File: config.mk
export PLATFORM = sky130hd
export DESIGN_NAME = rank_tracking_priority_queue_top
export DESIGN_NICKNAME = d
export VERILOG_FILES = /design/src/hw/rtl/rtpq_pkg.sv /design/src/hw/rtl/rtpq_ctrl.sv /design/src/hw/rtl/rtpq_datapath.sv /design/src/hw/rtl/rank_tracking_priority_queue_top.sv
export VERILOG_INCLUDE_DIRS = /design/src /design/src/hw/rtl
export SDC_FILE = /design/constraint.sdc
export NUM_CORES = 2
export LEC_CHECK = 0
export BUFFER_PORTS_ARGS = -buffer_cell sky130_fd_sc_hd__buf_2
export CORE_MARGIN = 4
export CORE_UTILIZATION = 62
export DETAILED_ROUTE_END_ITERATION = 16
export PLACE_DENSITY = 0.83
export SYNTH_ARGS = -nofsm -noshare
export SYNTH_HDL_FRONTEND = slang
export SYNTH_HIERARCHICAL = 1
export SYNTH_SLANG_ARGS = --single-unit
export TNS_END_PERCENT = 1
File: constraint.sdc
create_clock -name clk_i -period 5.54 [get_ports clk_i]
set_clock_uncertainty 0.2 [all_clocks]
set_input_delay 0.277 -clock clk_i [delete_from_list [all_inputs] [get_ports clk_i]]
set_output_delay 0.277 -clock clk_i [all_outputs]
set_load 0.02 [all_outputs]
File: src/hw/rtl/rank_tracking_priority_queue_top_defines.svh
// assertion macros for the rank tracking priority queue
`ifndef RANK_TRACKING_PRIORITY_QUEUE_TOP_DEFINES_SVH
`define RANK_TRACKING_PRIORITY_QUEUE_TOP_DEFINES_SVH

// same-cycle implication, checked on every rising clock edge outside reset
`define RTPQ_ASSERT_IMP(lbl, ante, cons, msg) \
  lbl: assert property (@(posedge clk_i) disable iff (!rst_ni) (ante) |-> (cons)) \
    else $error(msg);

// next-cycle implication, checked on every rising clock edge outside reset
`define RTPQ_ASSERT_NXT(lbl, ante, cons, msg) \
  lbl: assert property (@(posedge clk_i) disable iff (!rst_ni) (ante) |=> (cons)) \
    else $error(msg);

`endif

File: src/hw/rtl/rtpq_pkg.sv
// shared types and constants of the rank tracking priority queue
`timescale 1ns / 1ps

package rtpq_pkg;

  // parameter defaults
  localparam int unsigned DEPTH_DEF       = 16;
  localparam int unsigned VALUE_WIDTH_DEF = 32;

  // fixed field widths
  localparam int unsigned TARGET_W    = 4;
  localparam int unsigned STATUS_W    = 2;
  localparam int unsigned RANK_OUT_W  = 4;
  localparam int unsigned COUNT_OUT_W = 5;
  localparam int unsigned DATA_W      = 32;

  // opcodes
  localparam logic OP_INSERT = 1'b0;
  localparam logic OP_REMOVE = 1'b1;

  // result status codes
  localparam logic [STATUS_W-1:0] ST_INSERTED  = 2'd0;
  localparam logic [STATUS_W-1:0] ST_REMOVED   = 2'd1;
  localparam logic [STATUS_W-1:0] ST_NOT_FOUND = 2'd2;
  localparam logic [STATUS_W-1:0] ST_FULL      = 2'd3;

  // commands from the controller to the datapath
  typedef struct packed {
    logic load;   // capture the accepted input item
    logic comp;   // run the per-entry compares
    logic upd;    // commit entry updates and the result
  } ctrl_cmd_t;

endpackage

File: src/hw/rtl/rtpq_ctrl.sv
// controller state machine of the rank tracking priority queue
`timescale 1ns / 1ps

module rtpq_ctrl import rtpq_pkg::*; (
  input  logic      clk_i,
  input  logic      rst_ni,
  input  logic      in_valid_i,
  output logic      in_ready_o,
  output logic      out_valid_o,
  input  logic      out_ready_i,
  output ctrl_cmd_t cmd_o
);

  localparam logic [1:0] S_IDLE = 2'd0;
  localparam logic [1:0] S_COMP = 2'd1;
  localparam logic [1:0] S_UPD  = 2'd2;

  logic [1:0] state_q, state_d;
  logic       out_valid_q, out_valid_d;
  logic       out_free;
  logic       accept;

  // output slot can take a result this cycle
  assign out_free = !out_valid_q || out_ready_i;

  // a new item may enter while the previous one commits
  assign in_ready_o = (state_q == S_IDLE) || ((state_q == S_UPD) && out_free);
  assign accept     = in_valid_i && in_ready_o;

  // next state
  always_comb begin
    state_d = state_q;
    unique case (state_q)
      S_IDLE: begin
        if (accept) state_d = S_COMP;
      end
      S_COMP: begin
        state_d = S_UPD;
      end
      S_UPD: begin
        if (out_free) state_d = accept ? S_COMP : S_IDLE;
      end
      default: begin
        state_d = S_IDLE;
      end
    endcase
  end

  // commands
  always_comb begin
    cmd_o.load = accept;
    cmd_o.comp = (state_q == S_COMP);
    cmd_o.upd  = (state_q == S_UPD) && out_free;
  end

  // output valid flag
  always_comb begin
    out_valid_d = out_valid_q;
    if (cmd_o.upd) begin
      out_valid_d = 1'b1;
    end else if (out_ready_i) begin
      out_valid_d = 1'b0;
    end
  end

  assign out_valid_o = out_valid_q;

  always_ff @(posedge clk_i or negedge rst_ni) begin
    if (!rst_ni) begin
      state_q     <= S_IDLE;
      out_valid_q <= 1'b0;
    end else begin
      state_q     <= state_d;
      out_valid_q <= out_valid_d;
    end
  end

endmodule

File: src/hw/rtl/rtpq_datapath.sv
// entry store, per-entry compare and update, and result register
`timescale 1ns / 1ps

module rtpq_datapath import rtpq_pkg::*; #(
  parameter int unsigned DEPTH       = DEPTH_DEF,
  parameter int unsigned VALUE_WIDTH = VALUE_WIDTH_DEF
) (
  input  logic                     clk_i,
  input  logic                     rst_ni,
  input  ctrl_cmd_t                cmd_i,
  input  logic                     opcode_i,
  input  logic signed [DATA_W-1:0] new_value_i,
  input  logic [TARGET_W-1:0]      target_rank_i,
  output logic [STATUS_W-1:0]      status_o,
  output logic [RANK_OUT_W-1:0]    rank_out_o,
  output logic signed [DATA_W-1:0] removed_value_o,
  output logic [COUNT_OUT_W-1:0]   entry_count_o
);

  localparam int unsigned RW   = $clog2(DEPTH);
  localparam int unsigned CW   = $clog2(DEPTH + 1);
  localparam int unsigned CMPW = (RW > TARGET_W) ? RW : TARGET_W;
  localparam int unsigned NP   = 1 << RW;

  // captured input item
  logic                          op_q;
  logic signed [VALUE_WIDTH-1:0] nv_q;
  logic [TARGET_W-1:0]           tgt_q;

  // entry store
  logic signed [VALUE_WIDTH-1:0] val_q  [DEPTH];
  logic [RW-1:0]                 rank_q [DEPTH];
  logic [DEPTH-1:0]              valid_q;
  logic [CW-1:0]                 count_q, count_d;

  // compare stage
  logic [DEPTH-1:0] ge_q, ge_d;
  logic [DEPTH-1:0] hit_q, hit_d;
  logic [DEPTH-1:0] gt_q, gt_d;
  logic [DEPTH-1:0] slot_q, slot_d;
  logic [DEPTH-1:0] free;
  logic             full_q, full_d;

  // update stage
  logic [CW-1:0]                 pc [RW+1][NP];
  logic [RW-1:0]                 rank_new;
  logic                          any_hit;
  logic                          ins_ok;
  logic                          rem_ok;
  logic signed [VALUE_WIDTH-1:0] sel_val;
  logic [STATUS_W-1:0]           status_d;
  logic [RANK_OUT_W-1:0]         rank_out_d;
  logic signed [DATA_W-1:0]      removed_d;

  // result register
  logic [STATUS_W-1:0]      status_q;
  logic [RANK_OUT_W-1:0]    rank_out_q;
  logic signed [DATA_W-1:0] removed_q;
  logic [COUNT_OUT_W-1:0]   count_out_q;

  // input capture
  always_ff @(posedge clk_i) begin
    if (cmd_i.load) begin
      op_q  <= opcode_i;
      nv_q  <= VALUE_WIDTH'($unsigned(new_value_i));
      tgt_q <= target_rank_i;
    end
  end

  // per-entry compares and lowest free slot
  assign free   = ~valid_q;
  assign slot_d = free & (~free + DEPTH'(1));
  assign full_d = (count_q == CW'(DEPTH));

  always_comb begin
    for (int i = 0; i < DEPTH; i++) begin
      ge_d[i]  = valid_q[i] && (val_q[i] >= nv_q);
      hit_d[i] = valid_q[i] && (CMPW'(rank_q[i]) == CMPW'(tgt_q));
      gt_d[i]  = valid_q[i] && (CMPW'(rank_q[i]) > CMPW'(tgt_q));
    end
  end

  always_ff @(posedge clk_i) begin
    if (cmd_i.comp) begin
      ge_q   <= ge_d;
      hit_q  <= hit_d;
      gt_q   <= gt_d;
      slot_q <= slot_d;
      full_q <= full_d;
    end
  end

  // adder tree counting entries greater than or equal to the new value
  always_comb begin
    for (int l = 0; l <= RW; l++) begin
      for (int j = 0; j < NP; j++) begin
        pc[l][j] = '0;
      end
    end
    for (int j = 0; j < DEPTH; j++) begin
      pc[0][j] = CW'(ge_q[j]);
    end
    for (int l = 1; l <= RW; l++) begin
      for (int j = 0; j < (NP >> l); j++) begin
        pc[l][j] = pc[l-1][2*j] + pc[l-1][2*j+1];
      end
    end
  end

  assign rank_new = RW'(pc[RW][0]);

  // select the value of the entry being removed
  always_comb begin
    sel_val = '0;
    for (int i = 0; i < DEPTH; i++) begin
      sel_val = sel_val | (val_q[i] & {VALUE_WIDTH{hit_q[i]}});
    end
  end

  assign any_hit = |hit_q;
  assign ins_ok  = (op_q == OP_INSERT) && !full_q;
  assign rem_ok  = (op_q == OP_REMOVE) && any_hit;

  // result and new count
  always_comb begin
    status_d   = ST_INSERTED;
    rank_out_d = '0;
    removed_d  = '0;
    count_d    = count_q;
    if (op_q == OP_INSERT) begin
      if (full_q) begin
        status_d = ST_FULL;
      end else begin
        status_d   = ST_INSERTED;
        rank_out_d = RANK_OUT_W'(rank_new);
        count_d    = count_q + CW'(1);
      end
    end else begin
      rank_out_d = tgt_q;
      if (any_hit) begin
        status_d  = ST_REMOVED;
        removed_d = DATA_W'(sel_val);
        count_d   = count_q - CW'(1);
      end else begin
        status_d = ST_NOT_FOUND;
      end
    end
  end

  // entry values and ranks
  always_ff @(posedge clk_i) begin
    for (int i = 0; i < DEPTH; i++) begin
      if (cmd_i.upd) begin
        if (ins_ok) begin
          if (slot_q[i]) begin
            val_q[i]  <= nv_q;
            rank_q[i] <= rank_new;
          end else if (valid_q[i] && !ge_q[i]) begin
            rank_q[i] <= rank_q[i] + RW'(1);
          end
        end else if (rem_ok && gt_q[i]) begin
          rank_q[i] <= rank_q[i] - RW'(1);
        end
      end
    end
  end

  // valid bits and count
  always_ff @(posedge clk_i or negedge rst_ni) begin
    if (!rst_ni) begin
      valid_q <= '0;
      count_q <= '0;
    end else if (cmd_i.upd) begin
      if (ins_ok) begin
        valid_q <= valid_q | slot_q;
      end else if (rem_ok) begin
        valid_q <= valid_q & ~hit_q;
      end
      count_q <= count_d;
    end
  end

  // result register
  always_ff @(posedge clk_i) begin
    if (cmd_i.upd) begin
      status_q    <= status_d;
      rank_out_q  <= rank_out_d;
      removed_q   <= removed_d;
      count_out_q <= COUNT_OUT_W'(count_d);
    end
  end

  assign status_o        = status_q;
  assign rank_out_o      = rank_out_q;
  assign removed_value_o = removed_q;
  assign entry_count_o   = count_out_q;

endmodule

File: src/hw/rtl/rank_tracking_priority_queue_top.sv
// Rank tracking priority queue, top level.
//
// Stores up to DEPTH signed values; rank 0 is the largest. An input item
// (opcode, new_value, target_rank) either inserts new_value or removes the
// entry holding target_rank. Each item gives exactly one result item
// (status, rank_out, removed_value, entry_count).
// Both channels are valid/ready; an item moves when valid and ready are high.
// An accepted item is captured, compared per entry into the compare
// register, then committed into the result register. A new item is taken
// in the commit cycle of the previous one, so no item enters while one is
// in its compare step; the rank adder tree lies between the compare
// register and the commit.
// The result sits in an output register. While the receiver stalls, the
// commit of the next item waits and input ready drops until the register
// frees up.
// Reset clears the valid bits and the count; the store is empty at once.
`timescale 1ns / 1ps
`include "rank_tracking_priority_queue_top_defines.svh"

module rank_tracking_priority_queue_top import rtpq_pkg::*; #(
  parameter int unsigned DEPTH       = DEPTH_DEF,
  parameter int unsigned VALUE_WIDTH = VALUE_WIDTH_DEF
) (
  input  logic                     clk_i,
  input  logic                     rst_ni,
  input  logic                     in_valid_i,
  output logic                     in_ready_o,
  input  logic                     opcode_i,
  input  logic signed [DATA_W-1:0] new_value_i,
  input  logic [TARGET_W-1:0]      target_rank_i,
  output logic                     out_valid_o,
  input  logic                     out_ready_i,
  output logic [STATUS_W-1:0]      status_o,
  output logic [RANK_OUT_W-1:0]    rank_out_o,
  output logic signed [DATA_W-1:0] removed_value_o,
  output logic [COUNT_OUT_W-1:0]   entry_count_o
);

  ctrl_cmd_t cmd;

  // controller
  rtpq_ctrl u_ctrl (
    .clk_i       (clk_i),
    .rst_ni      (rst_ni),
    .in_valid_i  (in_valid_i),
    .in_ready_o  (in_ready_o),
    .out_valid_o (out_valid_o),
    .out_ready_i (out_ready_i),
    .cmd_o       (cmd)
  );

  // datapath
  rtpq_datapath #(
    .DEPTH       (DEPTH),
    .VALUE_WIDTH (VALUE_WIDTH)
  ) u_datapath (
    .clk_i           (clk_i),
    .rst_ni          (rst_ni),
    .cmd_i           (cmd),
    .opcode_i        (opcode_i),
    .new_value_i     (new_value_i),
    .target_rank_i   (target_rank_i),
    .status_o        (status_o),
    .rank_out_o      (rank_out_o),
    .removed_value_o (removed_value_o),
    .entry_count_o   (entry_count_o)
  );

  // checks
  `RTPQ_ASSERT_NXT(a_no_back_to_back_accept, in_valid_i && in_ready_o, !in_ready_o,
                   "accepted item while compare pending")
  `RTPQ_ASSERT_IMP(a_result_follows, in_valid_i && in_ready_o, ##3 out_valid_o,
                   "no result three cycles after item")
  `RTPQ_ASSERT_IMP(a_removed_zero, out_valid_o && (status_o != ST_REMOVED),
                   removed_value_o == '0, "removed value set without remove")
  `RTPQ_ASSERT_IMP(a_full_rank_zero, out_valid_o && (status_o == ST_FULL),
                   rank_out_o == '0, "rank given on full store")

endmodule

==> results.md <==
* Status: complete, no violations
* Clock Latency Late Sink at 0.65 ns
* Final hold violation count at 0
* Net load switching power at 5.77 mW
* Initial Util at 62.9%
* Post-Synthesis Cell Area at about 42000 µm²
* Die X at between 200 and 300 µm
* Total wire length at 140000 µm
* Worst path cell trace: inv_1 -> fa_1 -> fa_1 -> fa_1 -> fa_1 -> inv_1 -> ha_1 -> inv_1 -> fa_1 -> buf_12 -> a211oi_1 -> a31o_1
* Register area share after synthesis at a little over half
* Pint at ~12 mW
* Die Ht at 267 µm
* FF-to-FF setup slack at 0.84 ns
* Post-synth ARST share at 3.22%
* CORE AREA at 66200 µm²
* I/O pin count at 86
* Sink Count at 745
* Post-CTS setup buffers at 0
* CP most frequent cell: fa_1
* Clock slew seen by the registers of the worst setup and hold paths at 0.06 ns
* Most used DFF post-synth: edfxtp_1
* Reg2Reg Depth at 12
* Crit-path max FO at 23
* Final period util at 84.8%
* Placer congestion estimate at just over 1
* Number of CTS-inserted buffers at a little under 80
* Routed WL per cell at about 32 µm
* Relative slew slack at 17.7%
* Finished layout cell area at 46300 µm²
* Vias in the first global route at 32200
* Antenna Nets Post-Route at 0
* Worst min-delay path class: in2async
* Port bufs at 85
* Worst vdd ir at 0.000524 V
* PD cells at 386 nW/µm²
* Post-synth EDFFs at between 700 and 800
* Slew Viols, Final at 0
* First-pass GRT wire length at slightly above 200000 µm
* WP data required at 5.73 ns
* Initial antenna violation count at 0
* Layout cell share with drive strength beyond 1 at 8.95%
* TritonCTS clock tree: yes
* Seq cells post-synth at between 700 and 800
* Syn Area/Cell at 12.7 µm²
* Global Route Usage Sum at about two fifths
* Total negative slack at 0 ns
* Fraction of power spent switching nets at 32.3%
* Root Buffer: clkbuf_16
* RSZ-0062 raised after global routing: no
* Net Count, Synth at ~3900
* Reg-to-reg startpoint: u_datapath/ge_q[1]
* HPWL after DPL at 94100 µm
* Crit path time final at between 4 and 5 ns
* Post-synth cell types at 65
* Longest Clk Path Bufs at 3
* Setup crit end kind: flip-flop
* Initial DRT Pass Iterations at 8
* Area Growth Syn to Fin at 11.1%
* GR Overflow Total at 0
* Fmax at 213 MHz
* Pin count of the biggest net entering global routing at 62
* Worst path arrival time at approximately 4.9 ns
* Commonest non-fill, non-tap cells in the layout: edfxtp_1, ha_1, a21oi_1
* Synth Warn # at 6
* H-tree Lvls at 3
* Via count at 32300
* Post-DP Area at 43200 µm²
* Comb pwr share at 27.0%
* Initial DRC Count at 5037
* Worst flop-to-flop path endpoint: u_datapath/rank_q[1][21]
* Sequential power share at a little over two fifths
* DR vias/cell at 7.43
* Mapped Cells at roughly 3300
* CP startpoint: u_datapath/ge_q[1]
* Slowest Stage Delay on Critical Path at around 0.84 ns
* NumNets Final at 4087
* Worst-Margin Slew at ~1.2 ns
* Clock power frac at 31.2%
* Commonest non-fill, non-tap cell in the layout: edfxtp_1
* CP Launch Type: flip-flop
* Die area at 71400 µm²
* Row Count at 94
* Worst path slowest cell: fa_1
* Leakage at ~19 nW
* Final setup vio count at 0
* # Max-Cap Violations at 0
* WS Path Type: reg2reg
* Remaining DRCs at 0
[cell usage after synthesis (all sizes together), types with 14 or more instances]
master / number / area [µm²]
o22ai: 16 / 100
and3: 83 / 524
a31o: 15 / 131
xnor2: 24 / 210
a32o: 14 / 140
nand2: 180 / 716
buf: 49 / 245
xor2: 32 / 280
a31oi: 47 / 300
o21bai: 16 / 120
o211ai: 16 / 120
ha: 616 / 7710
a21o: 76 / 571
nand2b: 16 / 100
a211oi: 35 / 263
a22o: 112 / 981
a2bb2oi: 15 / 131
a221oi: 98 / 858
nand4: 104 / 666
or3: 14 / 87.6
inv: 120 / 450
dfrtp: 24 / 601
edfxtp: 721 / 21700
nand3: 117 / 586
nand3b: 14 / 105
nor4: 22 / 163
a32oi: 15 / 131
o221ai: 17 / 149
nor3: 34 / 170
a22oi: 66 / 495
nor2b: 45 / 284
o21ai: 65 / 325
clkbuf: 58 / 218
a21oi: 228 / 1140
nor2: 92 / 353
[critical path, delay by kind of cell, from the launching register on]
kind            cells  cell delay, ns
compound gates      2            0.32
fa+ha+maj           6            3.00
buf+inv             4            0.52
flops               1            0.42
[routing by layer]
metal | vias up | global-route usage, % | part of all wire [%]
met5 | - | 0 | 0
met4 | 0 | 21.9 | 7.1
met3 | 633 | 12.2 | 15
met2 | 2733 | 59.6 | 44
met1 | 15500 | 48.9 | 34
li1 | 13400 | - | -
[cells by family after synthesis]
family,share of synthesized area (%)
flip-flops,53.4
AO/OA/AOI/OAI,14.7
multiplexers,0.105
XOR/XNOR,1.18
buffers and inverters,2.19
AND/OR/NAND/NOR,9.35
adder cells (fa/ha/maj),19.0
[layout make-up]
cell class                      count  area (µm²)
Inverter                          120         450
Antenna cell                        1        2.50
Clock inverter                     52         611
Fill cell                        4512       20000
Tap cell                          864        1080
Sequential cell                   745       22300
Multi-Input combinational cell   2296       18600
Timing Repair Buffer              177        1230
Clock buffer                       95        2090
[state kept, by name, summed over array words and instances (netlist names), 32 cells and up]
name / cells
u_datapath/nv_q: 32
u_datapath/rank_q: 64
u_datapath/removed_value_o: 32
u_datapath/val_q: 512
[how the worst max path moves through the flow]
stage | endpoint | slack (ns) | depth (start not counted)
floorplan | u_datapath/rank_q[0][10] | 1.33 | 12
global placement | u_datapath/rank_q[1][9] | 1.10 | 12
detailed placement | u_datapath/rank_q[1][21] | 0.91 | 12
CTS | u_datapath/rank_q[1][21] | 0.86 | 12
global route | u_datapath/rank_q[1][21] | 0.73 | 12
finish | u_datapath/rank_q[1][21] | 0.84 | 12
[power by group through the flow]
stage / Sequential [mW] / Combinational [mW] / Clock (mW)
after floorplan: 7.31 / 3.15 / 0
after global placement: 7.53 / 4.30 / 0
after detailed placement: 7.56 / 4.63 / 0
after CTS: 7.44 / 4.71 / 5.60
after global routing: 7.49 / 5.16 / 5.84
final: 7.47 / 4.83 / 5.57
[stage by stage]
stage / utilization, % / hold WS (ns) / setup WS, ns / power, mW / instances
finish: 69.9 / 0.0201 / 0.842 / 17.9 / 4350
CTS: 69.9 / 0.0168 / 0.855 / 17.7 / 4349
global route: 69.9 / 0.0817 / 0.727 / 18.5 / 4349
detailed placement: 65.2 / 0.145 / 0.915 / 12.2 / 4162
floorplan: - / -0.219 / 1.33 / 10.5 / 3268
global placement: 65.2 / 0.137 / 1.10 / 11.8 / 4162
[timing repair]
action	4_1_cts	5_1_grt
hold buffers	40	0
gates resized for setup	0	0
endpoints found under the hold margin	72	0
(Power assumes the default switching activity.)
